==> config.mk <==
export PLATFORM = sky130hd
export DESIGN_NAME = range_lock_table_core_flat
export DESIGN_NICKNAME = d
export VERILOG_FILES = /design/src/design/rlt_pkg.sv /design/src/design/rlt_if.sv /design/src/design/rlt_front.sv /design/src/design/rlt_cmd_fifo.sv /design/src/design/rlt_back.sv /design/src/design/range_lock_table_core.sv /design/src/flat_wrapper.sv
export SDC_FILE = /design/constraint.sdc
export NUM_CORES = 2
export LEC_CHECK = 0
export ABC_AREA = 1
export BUFFER_PORTS_ARGS = -buffer_cell sky130_fd_sc_hd__buf_2
export CELL_PAD_IN_SITES_DETAIL_PLACEMENT = 1
export CELL_PAD_IN_SITES_GLOBAL_PLACEMENT = 2
export CORE_MARGIN = 3
export CORE_UTILIZATION = 40
export CTS_BUF_LIST = sky130_fd_sc_hd__clkbuf_2 sky130_fd_sc_hd__clkbuf_4 sky130_fd_sc_hd__clkbuf_8
export DETAILED_ROUTE_END_ITERATION = 16
export GPL_TIMING_DRIVEN = 0
export MAX_ROUTING_LAYER = met4
export PLACE_DENSITY_LB_ADDON = 0.1
export SLEW_MARGIN = 20
export SYNTH_ARGS = -nofsm -noshare
export SYNTH_HDL_FRONTEND = slang
export SYNTH_SLANG_ARGS = --single-unit
==> constraint.sdc <==
create_clock -name clk_i -period 12.4 [get_ports clk_i]
set_clock_uncertainty 0.2 [all_clocks]
set_input_delay 0.62 -clock clk_i [delete_from_list [all_inputs] [get_ports clk_i]]
set_output_delay 0.62 -clock clk_i [all_outputs]
set_load 0.01 [all_outputs]
==> src/design/rlt_pkg.sv <==
// ----------------------------------------------------------------------------
// rlt_pkg
// Shared types and constants of the range lock table.
// ----------------------------------------------------------------------------
package rlt_pkg;

  // table depth, 2 to 16 (a slot has SLOT_W bits)
  localparam int ENTRIES    = 16;
  localparam int IDX_W      = $clog2(ENTRIES);

  localparam int MODE_W     = 2;
  localparam int SLOT_W     = 4;
  localparam int START_W    = 62;
  localparam int END_W      = START_W + 1;
  localparam int STATUS_W   = 2;

  localparam int FIFO_DEPTH = 2;
  localparam int FIFO_PTR_W = $clog2(FIFO_DEPTH);
  localparam int FIFO_CNT_W = $clog2(FIFO_DEPTH + 1);

  typedef enum logic [MODE_W-1:0] {
    MODE_LOCK    = 2'd0,
    MODE_RECHECK = 2'd1,
    MODE_UNLOCK  = 2'd2
  } mode_e;

  typedef enum logic [STATUS_W-1:0] {
    STS_GRANTED  = 2'd0,
    STS_WAITING  = 2'd1,
    STS_RELEASED = 2'd2,
    STS_ERROR    = 2'd3
  } status_e;

  typedef enum logic [1:0] {
    CMD_LOCK,
    CMD_RECHECK,
    CMD_UNLOCK,
    CMD_ERROR
  } cmd_kind_e;

  typedef enum logic [2:0] {
    ST_IDLE,
    ST_LOAD,
    ST_SCAN,
    ST_DRAIN,
    ST_FIN
  } state_e;

  typedef struct packed {
    cmd_kind_e          kind;
    logic [IDX_W-1:0]   idx;
    logic [START_W-1:0] range_start;
    logic [END_W-1:0]   range_end;
    logic               is_shared;
  } cmd_t;

endpackage

==> src/design/rlt_if.sv <==
// ----------------------------------------------------------------------------
// rlt_req_if / rlt_rsp_if
// Valid/ready channels for lock requests and lock results.
// ----------------------------------------------------------------------------
interface rlt_req_if;
  logic                          valid;
  logic                          ready;
  logic [rlt_pkg::MODE_W-1:0]    mode;
  logic [rlt_pkg::SLOT_W-1:0]    slot;
  logic [rlt_pkg::START_W-1:0]   range_start;
  logic [rlt_pkg::START_W-1:0]   range_length;
  logic                          is_shared;

  modport source (output valid, mode, slot, range_start, range_length, is_shared,
                  input ready);
  modport sink (input valid, mode, slot, range_start, range_length, is_shared,
                output ready);
endinterface

interface rlt_rsp_if;
  logic                          valid;
  logic                          ready;
  logic [rlt_pkg::STATUS_W-1:0]  status;
  logic                          wake;

  modport source (output valid, status, wake, input ready);
  modport sink (input valid, status, wake, output ready);
endinterface

==> src/design/rlt_front.sv <==
// ----------------------------------------------------------------------------
// rlt_front
// Request decode: classifies mode and slot, computes the range end.
// ----------------------------------------------------------------------------
module rlt_front (
  rlt_req_if.sink         req_i,
  output logic            push_valid_o,
  input  logic            push_ready_i,
  output rlt_pkg::cmd_t   push_data_o
);

  logic slot_ok;

  assign slot_ok      = (32'(req_i.slot) < rlt_pkg::ENTRIES);
  assign push_valid_o = req_i.valid;
  assign req_i.ready  = push_ready_i;

  always_comb begin
    push_data_o.idx         = rlt_pkg::IDX_W'(req_i.slot);
    push_data_o.range_start = req_i.range_start;
    // exact end in one extra bit
    push_data_o.range_end   = rlt_pkg::END_W'(req_i.range_start) +
                              rlt_pkg::END_W'(req_i.range_length);
    push_data_o.is_shared   = req_i.is_shared;
    push_data_o.kind        = rlt_pkg::CMD_ERROR;
    if (slot_ok) begin
      unique case (req_i.mode)
        rlt_pkg::MODE_LOCK:    push_data_o.kind = rlt_pkg::CMD_LOCK;
        rlt_pkg::MODE_RECHECK: push_data_o.kind = rlt_pkg::CMD_RECHECK;
        rlt_pkg::MODE_UNLOCK:  push_data_o.kind = rlt_pkg::CMD_UNLOCK;
        default:               push_data_o.kind = rlt_pkg::CMD_ERROR;
      endcase
    end
  end

endmodule

==> src/design/rlt_cmd_fifo.sv <==
// ----------------------------------------------------------------------------
// rlt_cmd_fifo
// Short command queue between request decode and table execution.
// ----------------------------------------------------------------------------
module rlt_cmd_fifo (
  input  logic           clk_i,
  input  logic           rst_ni,
  input  logic           push_valid_i,
  output logic           push_ready_o,
  input  rlt_pkg::cmd_t  push_data_i,
  output logic           pop_valid_o,
  input  logic           pop_ready_i,
  output rlt_pkg::cmd_t  pop_data_o
);

  rlt_pkg::cmd_t                    mem_q [rlt_pkg::FIFO_DEPTH];
  logic [rlt_pkg::FIFO_PTR_W-1:0]   wr_ptr_q, rd_ptr_q;
  logic [rlt_pkg::FIFO_CNT_W-1:0]   cnt_q;
  logic                             do_push, do_pop;

  assign push_ready_o = (cnt_q != rlt_pkg::FIFO_CNT_W'(rlt_pkg::FIFO_DEPTH));
  assign pop_valid_o  = (cnt_q != '0);
  assign pop_data_o   = mem_q[rd_ptr_q];
  assign do_push      = push_valid_i && push_ready_o;
  assign do_pop       = pop_valid_o && pop_ready_i;

  function automatic logic [rlt_pkg::FIFO_PTR_W-1:0] ptr_inc(
    input logic [rlt_pkg::FIFO_PTR_W-1:0] p);
    if (p == rlt_pkg::FIFO_PTR_W'(rlt_pkg::FIFO_DEPTH - 1)) return '0;
    return p + 1'b1;
  endfunction

  always_ff @(posedge clk_i) begin
    if (do_push) mem_q[wr_ptr_q] <= push_data_i;
  end

  always_ff @(posedge clk_i or negedge rst_ni) begin
    if (!rst_ni) begin
      wr_ptr_q <= '0;
      rd_ptr_q <= '0;
      cnt_q    <= '0;
    end else begin
      if (do_push) wr_ptr_q <= ptr_inc(wr_ptr_q);
      if (do_pop)  rd_ptr_q <= ptr_inc(rd_ptr_q);
      if (do_push && !do_pop)      cnt_q <= cnt_q + 1'b1;
      else if (do_pop && !do_push) cnt_q <= cnt_q - 1'b1;
    end
  end

endmodule

==> src/design/rlt_back.sv <==
// ----------------------------------------------------------------------------
// rlt_back
// Table execution: entry store, one-entry-per-cycle conflict scan, result.
// ----------------------------------------------------------------------------
module rlt_back (
  input  logic            clk_i,
  input  logic            rst_ni,
  input  logic            cmd_valid_i,
  output logic            cmd_ready_o,
  input  rlt_pkg::cmd_t   cmd_i,
  rlt_rsp_if.source       rsp_o
);

  localparam int IW = rlt_pkg::IDX_W;
  localparam int N  = rlt_pkg::ENTRIES;

  // entry store, one read port with registered data
  logic [rlt_pkg::START_W-1:0] start_mem [N];
  logic [rlt_pkg::END_W-1:0]   end_mem   [N];
  logic                        shared_mem [N];
  logic [rlt_pkg::START_W-1:0] rd_start_q;
  logic [rlt_pkg::END_W-1:0]   rd_end_q;
  logic                        rd_shared_q;

  logic [N-1:0] valid_q, waiting_q, marked_q;

  rlt_pkg::state_e state_q, state_d;
  logic [IW-1:0]   idx_q, idx_d;
  logic [IW-1:0]   cmp_idx_q;
  logic            cmp_vld_q, cmp_vld_d;
  logic            conflict_q;

  logic [IW-1:0]               own_idx_q;
  logic [rlt_pkg::START_W-1:0] own_start_q;
  logic [rlt_pkg::END_W-1:0]   own_end_q;
  logic                        own_shared_q;
  logic                        is_lock_q;

  logic                        out_valid_q;
  logic [rlt_pkg::STATUS_W-1:0] out_status_q;
  logic                        out_wake_q;

  logic            out_free, cmd_pop, mem_we, res_load, res_wake;
  logic            do_lock, do_unlock, do_fin, hit;
  rlt_pkg::status_e res_status;
  logic [IW-1:0]   rd_addr;

  assign out_free    = !out_valid_q || rsp_o.ready;
  assign cmd_ready_o = cmd_pop;

  // next state and control
  always_comb begin
    state_d    = state_q;
    idx_d      = idx_q;
    cmp_vld_d  = 1'b0;
    cmd_pop    = 1'b0;
    mem_we     = 1'b0;
    rd_addr    = idx_q;
    res_load   = 1'b0;
    res_status = rlt_pkg::STS_ERROR;
    res_wake   = 1'b0;
    do_lock    = 1'b0;
    do_unlock  = 1'b0;
    do_fin     = 1'b0;
    unique case (state_q)
      rlt_pkg::ST_IDLE: begin
        rd_addr = cmd_i.idx;
        if (cmd_valid_i && out_free) begin
          cmd_pop = 1'b1;
          unique case (cmd_i.kind)
            rlt_pkg::CMD_LOCK: begin
              if (!valid_q[cmd_i.idx]) begin
                do_lock = 1'b1;
                mem_we  = 1'b1;
                idx_d   = '0;
                state_d = rlt_pkg::ST_SCAN;
              end else begin
                res_load = 1'b1;
              end
            end
            rlt_pkg::CMD_RECHECK: begin
              // own range comes back from the store next cycle
              if (valid_q[cmd_i.idx] && waiting_q[cmd_i.idx]) begin
                state_d = rlt_pkg::ST_LOAD;
              end else begin
                res_load = 1'b1;
              end
            end
            rlt_pkg::CMD_UNLOCK: begin
              res_load = 1'b1;
              if (valid_q[cmd_i.idx]) begin
                do_unlock  = 1'b1;
                res_status = rlt_pkg::STS_RELEASED;
                res_wake   = marked_q[cmd_i.idx];
              end
            end
            default: res_load = 1'b1;
          endcase
        end
      end
      rlt_pkg::ST_LOAD: begin
        idx_d   = '0;
        state_d = rlt_pkg::ST_SCAN;
      end
      rlt_pkg::ST_SCAN: begin
        cmp_vld_d = 1'b1;
        if (idx_q == IW'(N - 1)) state_d = rlt_pkg::ST_DRAIN;
        else                     idx_d   = idx_q + 1'b1;
      end
      rlt_pkg::ST_DRAIN: state_d = rlt_pkg::ST_FIN;
      rlt_pkg::ST_FIN: begin
        if (out_free) begin
          res_load   = 1'b1;
          res_status = conflict_q ? rlt_pkg::STS_WAITING : rlt_pkg::STS_GRANTED;
          do_fin     = 1'b1;
          state_d    = rlt_pkg::ST_IDLE;
        end
      end
      default: state_d = rlt_pkg::ST_IDLE;
    endcase
  end

  // compare stage, aligned with the registered read data
  assign hit = cmp_vld_q && (cmp_idx_q != own_idx_q) && valid_q[cmp_idx_q] &&
               (is_lock_q || !waiting_q[cmp_idx_q]) &&
               !(own_shared_q && rd_shared_q) &&
               ({1'b0, own_start_q} < rd_end_q) &&
               ({1'b0, rd_start_q} < own_end_q);

  always_ff @(posedge clk_i) begin
    if (mem_we) begin
      start_mem[cmd_i.idx]  <= cmd_i.range_start;
      end_mem[cmd_i.idx]    <= cmd_i.range_end;
      shared_mem[cmd_i.idx] <= cmd_i.is_shared;
    end
    rd_start_q  <= start_mem[rd_addr];
    rd_end_q    <= end_mem[rd_addr];
    rd_shared_q <= shared_mem[rd_addr];
  end

  always_ff @(posedge clk_i) begin
    cmp_idx_q <= idx_q;
    if (cmd_pop) begin
      own_idx_q    <= cmd_i.idx;
      own_start_q  <= cmd_i.range_start;
      own_end_q    <= cmd_i.range_end;
      own_shared_q <= cmd_i.is_shared;
      is_lock_q    <= (cmd_i.kind == rlt_pkg::CMD_LOCK);
    end else if (state_q == rlt_pkg::ST_LOAD) begin
      own_start_q  <= rd_start_q;
      own_end_q    <= rd_end_q;
      own_shared_q <= rd_shared_q;
    end
    if (res_load) begin
      out_status_q <= res_status;
      out_wake_q   <= res_wake;
    end
  end

  always_ff @(posedge clk_i or negedge rst_ni) begin
    if (!rst_ni) begin
      state_q     <= rlt_pkg::ST_IDLE;
      idx_q       <= '0;
      cmp_vld_q   <= 1'b0;
      conflict_q  <= 1'b0;
      valid_q     <= '0;
      waiting_q   <= '0;
      marked_q    <= '0;
      out_valid_q <= 1'b0;
    end else begin
      state_q   <= state_d;
      idx_q     <= idx_d;
      cmp_vld_q <= cmp_vld_d;
      if (cmd_pop)  conflict_q <= 1'b0;
      else if (hit) conflict_q <= 1'b1;
      if (do_lock) begin
        valid_q[cmd_i.idx]  <= 1'b1;
        marked_q[cmd_i.idx] <= 1'b0;
      end
      if (do_unlock) begin
        valid_q[cmd_i.idx]   <= 1'b0;
        waiting_q[cmd_i.idx] <= 1'b0;
        marked_q[cmd_i.idx]  <= 1'b0;
      end
      if (hit)    marked_q[cmp_idx_q]  <= 1'b1;
      // lock: waits on any conflict; recheck: granted when none left
      if (do_fin) waiting_q[own_idx_q] <= conflict_q;
      if (res_load)         out_valid_q <= 1'b1;
      else if (rsp_o.ready) out_valid_q <= 1'b0;
    end
  end

  assign rsp_o.valid  = out_valid_q;
  assign rsp_o.status = out_status_q;
  assign rsp_o.wake   = out_wake_q;

  a_pop_only_idle: assert property (@(posedge clk_i) disable iff (!rst_ni)
    cmd_pop |-> state_q == rlt_pkg::ST_IDLE)
    else $error("command taken outside idle");

  a_waiting_valid: assert property (@(posedge clk_i) disable iff (!rst_ni)
    (waiting_q & ~valid_q) == '0)
    else $error("waiting flag on free entry");

  a_marked_valid: assert property (@(posedge clk_i) disable iff (!rst_ni)
    (marked_q & ~valid_q) == '0)
    else $error("conflict mark on free entry");

  a_no_overwrite: assert property (@(posedge clk_i) disable iff (!rst_ni)
    res_load |-> (!out_valid_q || rsp_o.ready))
    else $error("result register overwritten");

  a_drain_fin: assert property (@(posedge clk_i) disable iff (!rst_ni)
    state_q == rlt_pkg::ST_DRAIN |=> state_q == rlt_pkg::ST_FIN && !cmp_vld_q)
    else $error("scan did not close");

endmodule

==> src/design/range_lock_table_core.sv <==
// ----------------------------------------------------------------------------
// range_lock_table_core
// Shared/exclusive byte-range lock table with per-slot lock records.
// ----------------------------------------------------------------------------
// A request is decoded on entry and placed in a two-deep command queue, so
// new requests are taken while the table works or a result waits. Recheck
// first reads its own range back, since the range store has one read port;
// lock and recheck then scan the table, reading one entry per cycle, and
// the drain state finishes the compare before the fin state writes the
// result. Unlock and misused slots are answered from the idle state without
// a scan. Entry ranges are not cleared at reset; only the valid, waiting and
// mark flags are, so the block is ready right after reset.
module range_lock_table_core (
  input  logic      clk_i,
  input  logic      rst_ni,
  rlt_req_if.sink   req_i,
  rlt_rsp_if.source rsp_o
);

  logic          push_valid, push_ready, pop_valid, pop_ready;
  rlt_pkg::cmd_t push_data, pop_data;

  rlt_front u_front (
    .req_i        (req_i),
    .push_valid_o (push_valid),
    .push_ready_i (push_ready),
    .push_data_o  (push_data)
  );

  rlt_cmd_fifo u_fifo (
    .clk_i        (clk_i),
    .rst_ni       (rst_ni),
    .push_valid_i (push_valid),
    .push_ready_o (push_ready),
    .push_data_i  (push_data),
    .pop_valid_o  (pop_valid),
    .pop_ready_i  (pop_ready),
    .pop_data_o   (pop_data)
  );

  rlt_back u_back (
    .clk_i       (clk_i),
    .rst_ni      (rst_ni),
    .cmd_valid_i (pop_valid),
    .cmd_ready_o (pop_ready),
    .cmd_i       (pop_data),
    .rsp_o       (rsp_o)
  );

endmodule

==> src/flat_wrapper.sv <==
// flat-port wrapper written by rule: the top's interface ports become plain ports
module range_lock_table_core_flat 
  (clk_i, rst_ni, req_i_valid, req_i_mode, req_i_slot, req_i_range_start, req_i_range_length, req_i_is_shared, req_i_ready, rsp_o_valid, rsp_o_status, rsp_o_wake, rsp_o_ready);
  rlt_req_if req_i_i ();
  rlt_rsp_if rsp_o_i ();
  input  logic clk_i;
  input  logic rst_ni;
  input wire logic [$bits(req_i_i.valid)-1:0] req_i_valid;
  input wire logic [$bits(req_i_i.mode)-1:0] req_i_mode;
  input wire logic [$bits(req_i_i.slot)-1:0] req_i_slot;
  input wire logic [$bits(req_i_i.range_start)-1:0] req_i_range_start;
  input wire logic [$bits(req_i_i.range_length)-1:0] req_i_range_length;
  input wire logic [$bits(req_i_i.is_shared)-1:0] req_i_is_shared;
  output wire logic [$bits(req_i_i.ready)-1:0] req_i_ready;
  output wire logic [$bits(rsp_o_i.valid)-1:0] rsp_o_valid;
  output wire logic [$bits(rsp_o_i.status)-1:0] rsp_o_status;
  output wire logic [$bits(rsp_o_i.wake)-1:0] rsp_o_wake;
  input wire logic [$bits(rsp_o_i.ready)-1:0] rsp_o_ready;
  assign req_i_i.valid = req_i_valid;
  assign req_i_i.mode = req_i_mode;
  assign req_i_i.slot = req_i_slot;
  assign req_i_i.range_start = req_i_range_start;
  assign req_i_i.range_length = req_i_range_length;
  assign req_i_i.is_shared = req_i_is_shared;
  assign req_i_ready = req_i_i.ready;
  assign rsp_o_valid = rsp_o_i.valid;
  assign rsp_o_status = rsp_o_i.status;
  assign rsp_o_wake = rsp_o_i.wake;
  assign rsp_o_i.ready = rsp_o_ready;
  range_lock_table_core u_core (.clk_i(clk_i), .rst_ni(rst_ni), .req_i(req_i_i), .rsp_o(rsp_o_i));
endmodule
Word level (Yosys, flattened, before mapping)
Memory sizes are Yosys's and may differ from the RTL's. A register that Yosys moved wholly into a read port is not among the register bits.
Cells that the tools add are included.
- bits in registers: 200
- memories: 4
- bits in writable memories: 2280
- input bits: 135
- memory list (name ; depth ; bits a word ; rd ports ; clocked after Yosys merged registers in ; write ports ; line ; text):
    u_core.u_back.end_mem ; 16 ; 63 ; 1 ; 1 ; 1 ; rlt_back.sv:19 ; logic [rlt_pkg::END_W-1:0] end_mem [N];
    u_core.u_back.start_mem ; 16 ; 62 ; 1 ; 1 ; 1 ; rlt_back.sv:18 ; logic [rlt_pkg::START_W-1:0] start_mem [N];
    u_core.u_fifo.mem_q ; 2 ; 132 ; 1 ; 0 ; 1 ; rlt_cmd_fifo.sv:16 ; rlt_pkg::cmd_t mem_q [rlt_pkg::FIFO_DEPTH];
    u_core.u_back.shared_mem ; 16 ; 1 ; 1 ; 1 ; 1 ; rlt_back.sv:20 ; logic shared_mem [N];
- $add $sub $neg: 6
- equality and inequality tests: 20
- reduce and logical (&&, ||, !) cells: 35
- multiplexer cells: 85
- bitwise operators: 7
- $lt $le $gt $ge: 8
- operator list (operator ; count):
    $lt 62x63->1 ; 2
    $mux 63 ; 2
    $mux 62 ; 2
    $mux 16 ; 7
    $and 16x16->16 ; 4
    $add 62x62->63 ; 1
    $mux 1 ; 45
    $or 16x16->16 ; 2
    $bmux 1 s4 ; 5
    $mux 4 ; 5
    $bwmux 16 ; 1
    $logic_and 1x1->1 ; 16
    $not 16->16 ; 1
    $lt 4x5->1 const B ; 3
    $mux 3 ; 5
    $pmux 3 s5 ; 1
    $ne 2x2->1 const B ; 7
    $demux 1 s4 ; 3
    $ge 4x1->1 const B ; 3
    $pmux 4 s3 ; 1
    $reduce_bool 2->1 ; 5
    $eq 3x2->1 const B ; 2
    $mux 2 ; 3
    $ne 3x3->1 const B ; 2
    other kinds (23) ; 33

Depth between registers and ports, before layout
An unclocked memory read counts as a cell.
- depth after elaboration: 12
- mapped depth: 18
- gate-level depth less buffers: 17

Modules after synthesis
From an unflattened synthesis, not the netlist that was laid out.
- cells, all modules: 9146
- area, all modules: 108761.8 um^2
- modules (own cells, without submodules) (module ; area each (um^2) ; instances ; sequential area each (um^2) ; cells an instance):
    rlt_back ; 92749.0 ; 1 ; 68615.8 ; 7131
    rlt_cmd_fifo ; 9840.7 ; 1 ; 8027.7 ; 718
    rlt_front ; 6172.2 ; 1 ; 0.0 ; 1297

Worst setup path before layout
Ideal clock, no wire load.
- path kind: input port to flip-flop
- start: input port req_i_valid
- end: memory u_core.u_fifo.mem_q[1][0] (netlist bit) (enable)
- library setup time: 0.626 ns
- buffers on the path: 0
- stages on the path: 2
- arrival time: 6.214 ns
- path slack: 5.360 ns
- required time: 11.574 ns
- path through: nand2_1 > nor2_1
- word-level cells in the longest chain between the ends: 3
- ends and longest elaborated chain (what ; line ; text):
    start, declared ; flat_wrapper.sv:8 ; input wire logic [$bits(req_i_i.valid)-1:0] req_i_valid;
    $logic_and 1x1->1 ; rlt_cmd_fifo.sv:24 ; assign do_push = push_valid_i && push_ready_o;
    $mux 1 ; rlt_cmd_fifo.sv:34 ; if (do_push) mem_q[wr_ptr_q] <= push_data_i;
    $mux 1 (not written as such) ; rlt_cmd_fifo.sv:34 ;
    end, declared ; rlt_cmd_fifo.sv:16 ;
No other way between the ends.

==> impl_metrics.yaml <==
outcome:
  status: "complete, no violations"
global_routing:
  grt_pass1_wl_mm: 640
  grt-ovfl-total: 0
  grt_pass1_vias: 79800
  grtUsageTotal_pct: 34.7
  antenna_found_initial: 53
  grt_max_degree: 60
setup_path:
  worst-endpoint-required_ns: 13.22
  endpoint: "u_core.u_back.rd_end_q[31]"
  crit_fanout: 10
  path_class: "flop to flop"
  r2r_slack_ns: 7.33
  slowest_stage: "clkbuf_1"
  rr_startpoint: "u_core.u_fifo.rd_ptr_q"
  critPathArrivalTime_ns: 5.89
  start_kind: "flop"
  cp-startpoint: "u_core.u_fifo.rd_ptr_q"
  crit_family: "buffers and inverters"
  slowest_delay_ns: 0.83
  crit_cells: 9
  end_kind: "flop"
  worstReg2RegEnd: "u_core.u_back.rd_end_q[31]"
  crit_buf_inv: 4
  cp_cell_sequence: "buf_6 -> o21ai_1 -> nand2_1 -> o21ai_1 -> buf_2 -> buf_2 -> clkbuf_1 -> o211ai_1 -> nand2_1"
  r2r_cells: 9
die:
  die-area_sq_um: 273000
  core_sq_um: 264000
  initial_core_util_pct: 40.4
  ios: 140
  die_x_um: 522
  row_count: 188
  die_h_um: 522
place:
  gp_congestion: 0.897
  io_buffers: 137
  place_hpwl_mm: 328
routing:
  totalWireLength_mm: 471
  via_per_inst: 5.97
  drc: 0
  wl_per_cell_um: 35.3
  drtIter0Drc: 10400
  postRouteAntennaNets: 0
  num_vias: 79700
  dr.pass1.iters: 5
layout:
  finalNetCount: 9742
  fill_cells: 27600
  final_common_cell: "edfxtp_1"
  fin_util_pct: 47.1
  syn_to_final_growth_pct: 16.6
  most-common-layout-cells: "2414 x edfxtp_1, 1336 x nor2_1, 1166 x o21ai_0"
  final_layout_size_suffix_gt1_share_pct: 11.8
timing:
  period_needed_ns: 5.07
  rsz0062_at_grt: "false"
  worst_pin_slew_ns: 1.29
  max_slew_margin_pct: 14.0
  hold_viol: 0
  fmax_mhz: 197
  fin_crit_sh_pct: 40.9
  drv_slew: 0
  setup_tns_ns: 0
  hold_ws_ns: 0.0931
  setup_viol: 0
logic_synthesis:
  ys_ff_latch: 2606
  ys_seq_area_share_pct: 71.9
  synth_fp_nets: 8971
  syn_area_per_cell_sq_um: 12.3
  synth_edf_count: 2414
  synth_cell_type_count: 48
  yosysWarnings: 0
  syn_inst: 8649
  synth_area_sq_um: 107000
  ys.flop_type: "edfxtp_1"
  postSynth.asyncResetShare_pct: 2.38
clocking:
  postCtsHoldBufs: 128
  cts_buffers: 442
  cts_resized: 0
  tritoncts: "built"
  clockRootBuffer: "clkbuf_8"
  cts_sinks: 2606
  cts_setup_buffers: 0
  clock_path_buffers: 4
  cts.clk_slew.worst_paths_ns: 0.06
  insertion_delay_ns: 1.12
  h-tree-depth: 5
run:
  cap_violations: 0
hold_path:
  hp-class: "primary input to flop"
[layout make-up]
class                   count  area [sq um]  share of cell area [%]
plain buffers             490          2070                    1.66
flip-flops and latches   2606         76600                    61.6
well taps                3515          4400                    3.54
multi-input cells        5140         26500                    21.3
diodes                     45           113                  0.0906
clock inverters           145          1170                   0.940
repair buffers            327          3530                    2.84
clock buffers             683          8280                    6.66
inverters                 413          1670                    1.34
[worst register-to-register path, delay by kind of cell, from the launching register on]
kind	cells	cell delay (ns)
AO/OA/AOI/OAI	3	1.68
buffers and inverters	4	2.32
flip-flops	1	0.40
AND/OR/NAND/NOR	2	0.40
[synth_stat cells (2+ instances only)]
cell / count / area [sq um]
dfrtp_1: 62 / 1550
or2_2: 3 / 18.8
nor4_1: 4 / 25.0
nor3_1: 20 / 100
a22oi_1: 5 / 37.5
a21boi_0: 11 / 82.6
a21boi_1: 10 / 75.1
a21o_1: 14 / 105
o21ai_0: 1169 / 5850
a21oi_1: 131 / 656
and2_1: 2 / 12.5
a211oi_1: 2 / 15.0
o221ai_1: 335 / 2930
nand2_1: 1149 / 4310
a31oi_1: 76 / 475
nand2_2: 2 / 12.5
clkinv_1: 3 / 11.3
buf_4: 11 / 82.6
buf_1: 7 / 26.3
ha_1: 186 / 2330
o21ai_2: 3 / 26.3
xnor2_1: 13 / 114
dfxtp_1: 130 / 2600
nand4_1: 19 / 119
buf_6: 3 / 33.8
nor3b_1: 2 / 15.0
edfxtp_1: 2414 / 72500
o21a_1: 7 / 52.6
o21bai_1: 14 / 105
nor2_4: 2 / 22.5
inv_2: 3 / 11.3
inv_1: 407 / 1530
o21ai_1: 10 / 50.1
nand3_1: 235 / 1180
buf_2: 100 / 500
xor2_1: 36 / 315
nor2_1: 1338 / 5020
o22ai_1: 168 / 1050
o211ai_1: 162 / 1220
clkbuf_1: 369 / 1390
nor2_2: 5 / 31.3
[through the flow]
stage               area (sq um)  cells  setup slack, ns
floorplan                 107000   8649             5.36
global placement          112000  12300            0.288
detailed placement        114000  12400             7.39
CTS                       124000  13300             7.36
global route              124000  13300             7.40
finish                    124000  13400             7.33
[worst min-delay path by stage]
stage,cells past startpoint,start,to
after floorplan,0,rst_ni,u_core.u_back.cmp_vld_q
after global placement,0,u_core.u_back.idx_q[3],u_core.u_back.cmp_idx_q[3]
after detailed placement,0,u_core.u_back.idx_q[3],u_core.u_back.cmp_idx_q[3]
after CTS,2,req_i_mode[1],u_core.u_fifo.mem_q[0][131]
after global routing,3,req_i_range_length[12],u_core.u_fifo.mem_q[1][13]
final,3,req_i_range_length[4],u_core.u_fifo.mem_q[1][5]
[logic make-up (layout without fill, tap and decap cells)]
logic type      count (synthesis)  count (layout)  synth area share [%]
xor+xnor                       49              49                 0.402
other cells                     0              45                     0
simple gates                 2786            2786                  10.2
fa+ha+maj                     187             187                  2.20
compound gates               2118            2118                  11.9
buf+inv                       903            2058                  3.36
flops                        2606            2606                  71.9
[sequential cells by signal, summed over array words and instances, names as in the netlist, 3 cells and up]
signal                     count
u_core.u_back.cmp_idx_q        4
u_core.u_back.end_mem       1008
u_core.u_back.idx_q            4
u_core.u_back.marked_q        16
u_core.u_back.own_end_q       63
u_core.u_back.own_idx_q        4
u_core.u_back.own_start_q     62
u_core.u_back.rd_end_q        63
u_core.u_back.rd_start_q      62
u_core.u_back.shared_mem      16
u_core.u_back.start_mem      992
u_core.u_back.state_q          3
u_core.u_back.valid_q         16
u_core.u_back.waiting_q       16
u_core.u_fifo.mem_q          264
[metal layers]
| metal | track usage (%) | vias to the layer above | wire [um] |
|---|---|---|---|
| li1 | - | 33300 | - |
| met1 | 45.9 | 41500 | 193000 |
| met2 | 52.9 | 4167 | 214000 |
| met3 | 6.44 | 782 | 42000 |
| met4 | 14.4 | 0 | 21900 |
| met5 | - | - | 0 |
Power is left out: the tool's default activity adds up to more than one toggle a clock period on the data nets, which glitch-free logic cannot reach.
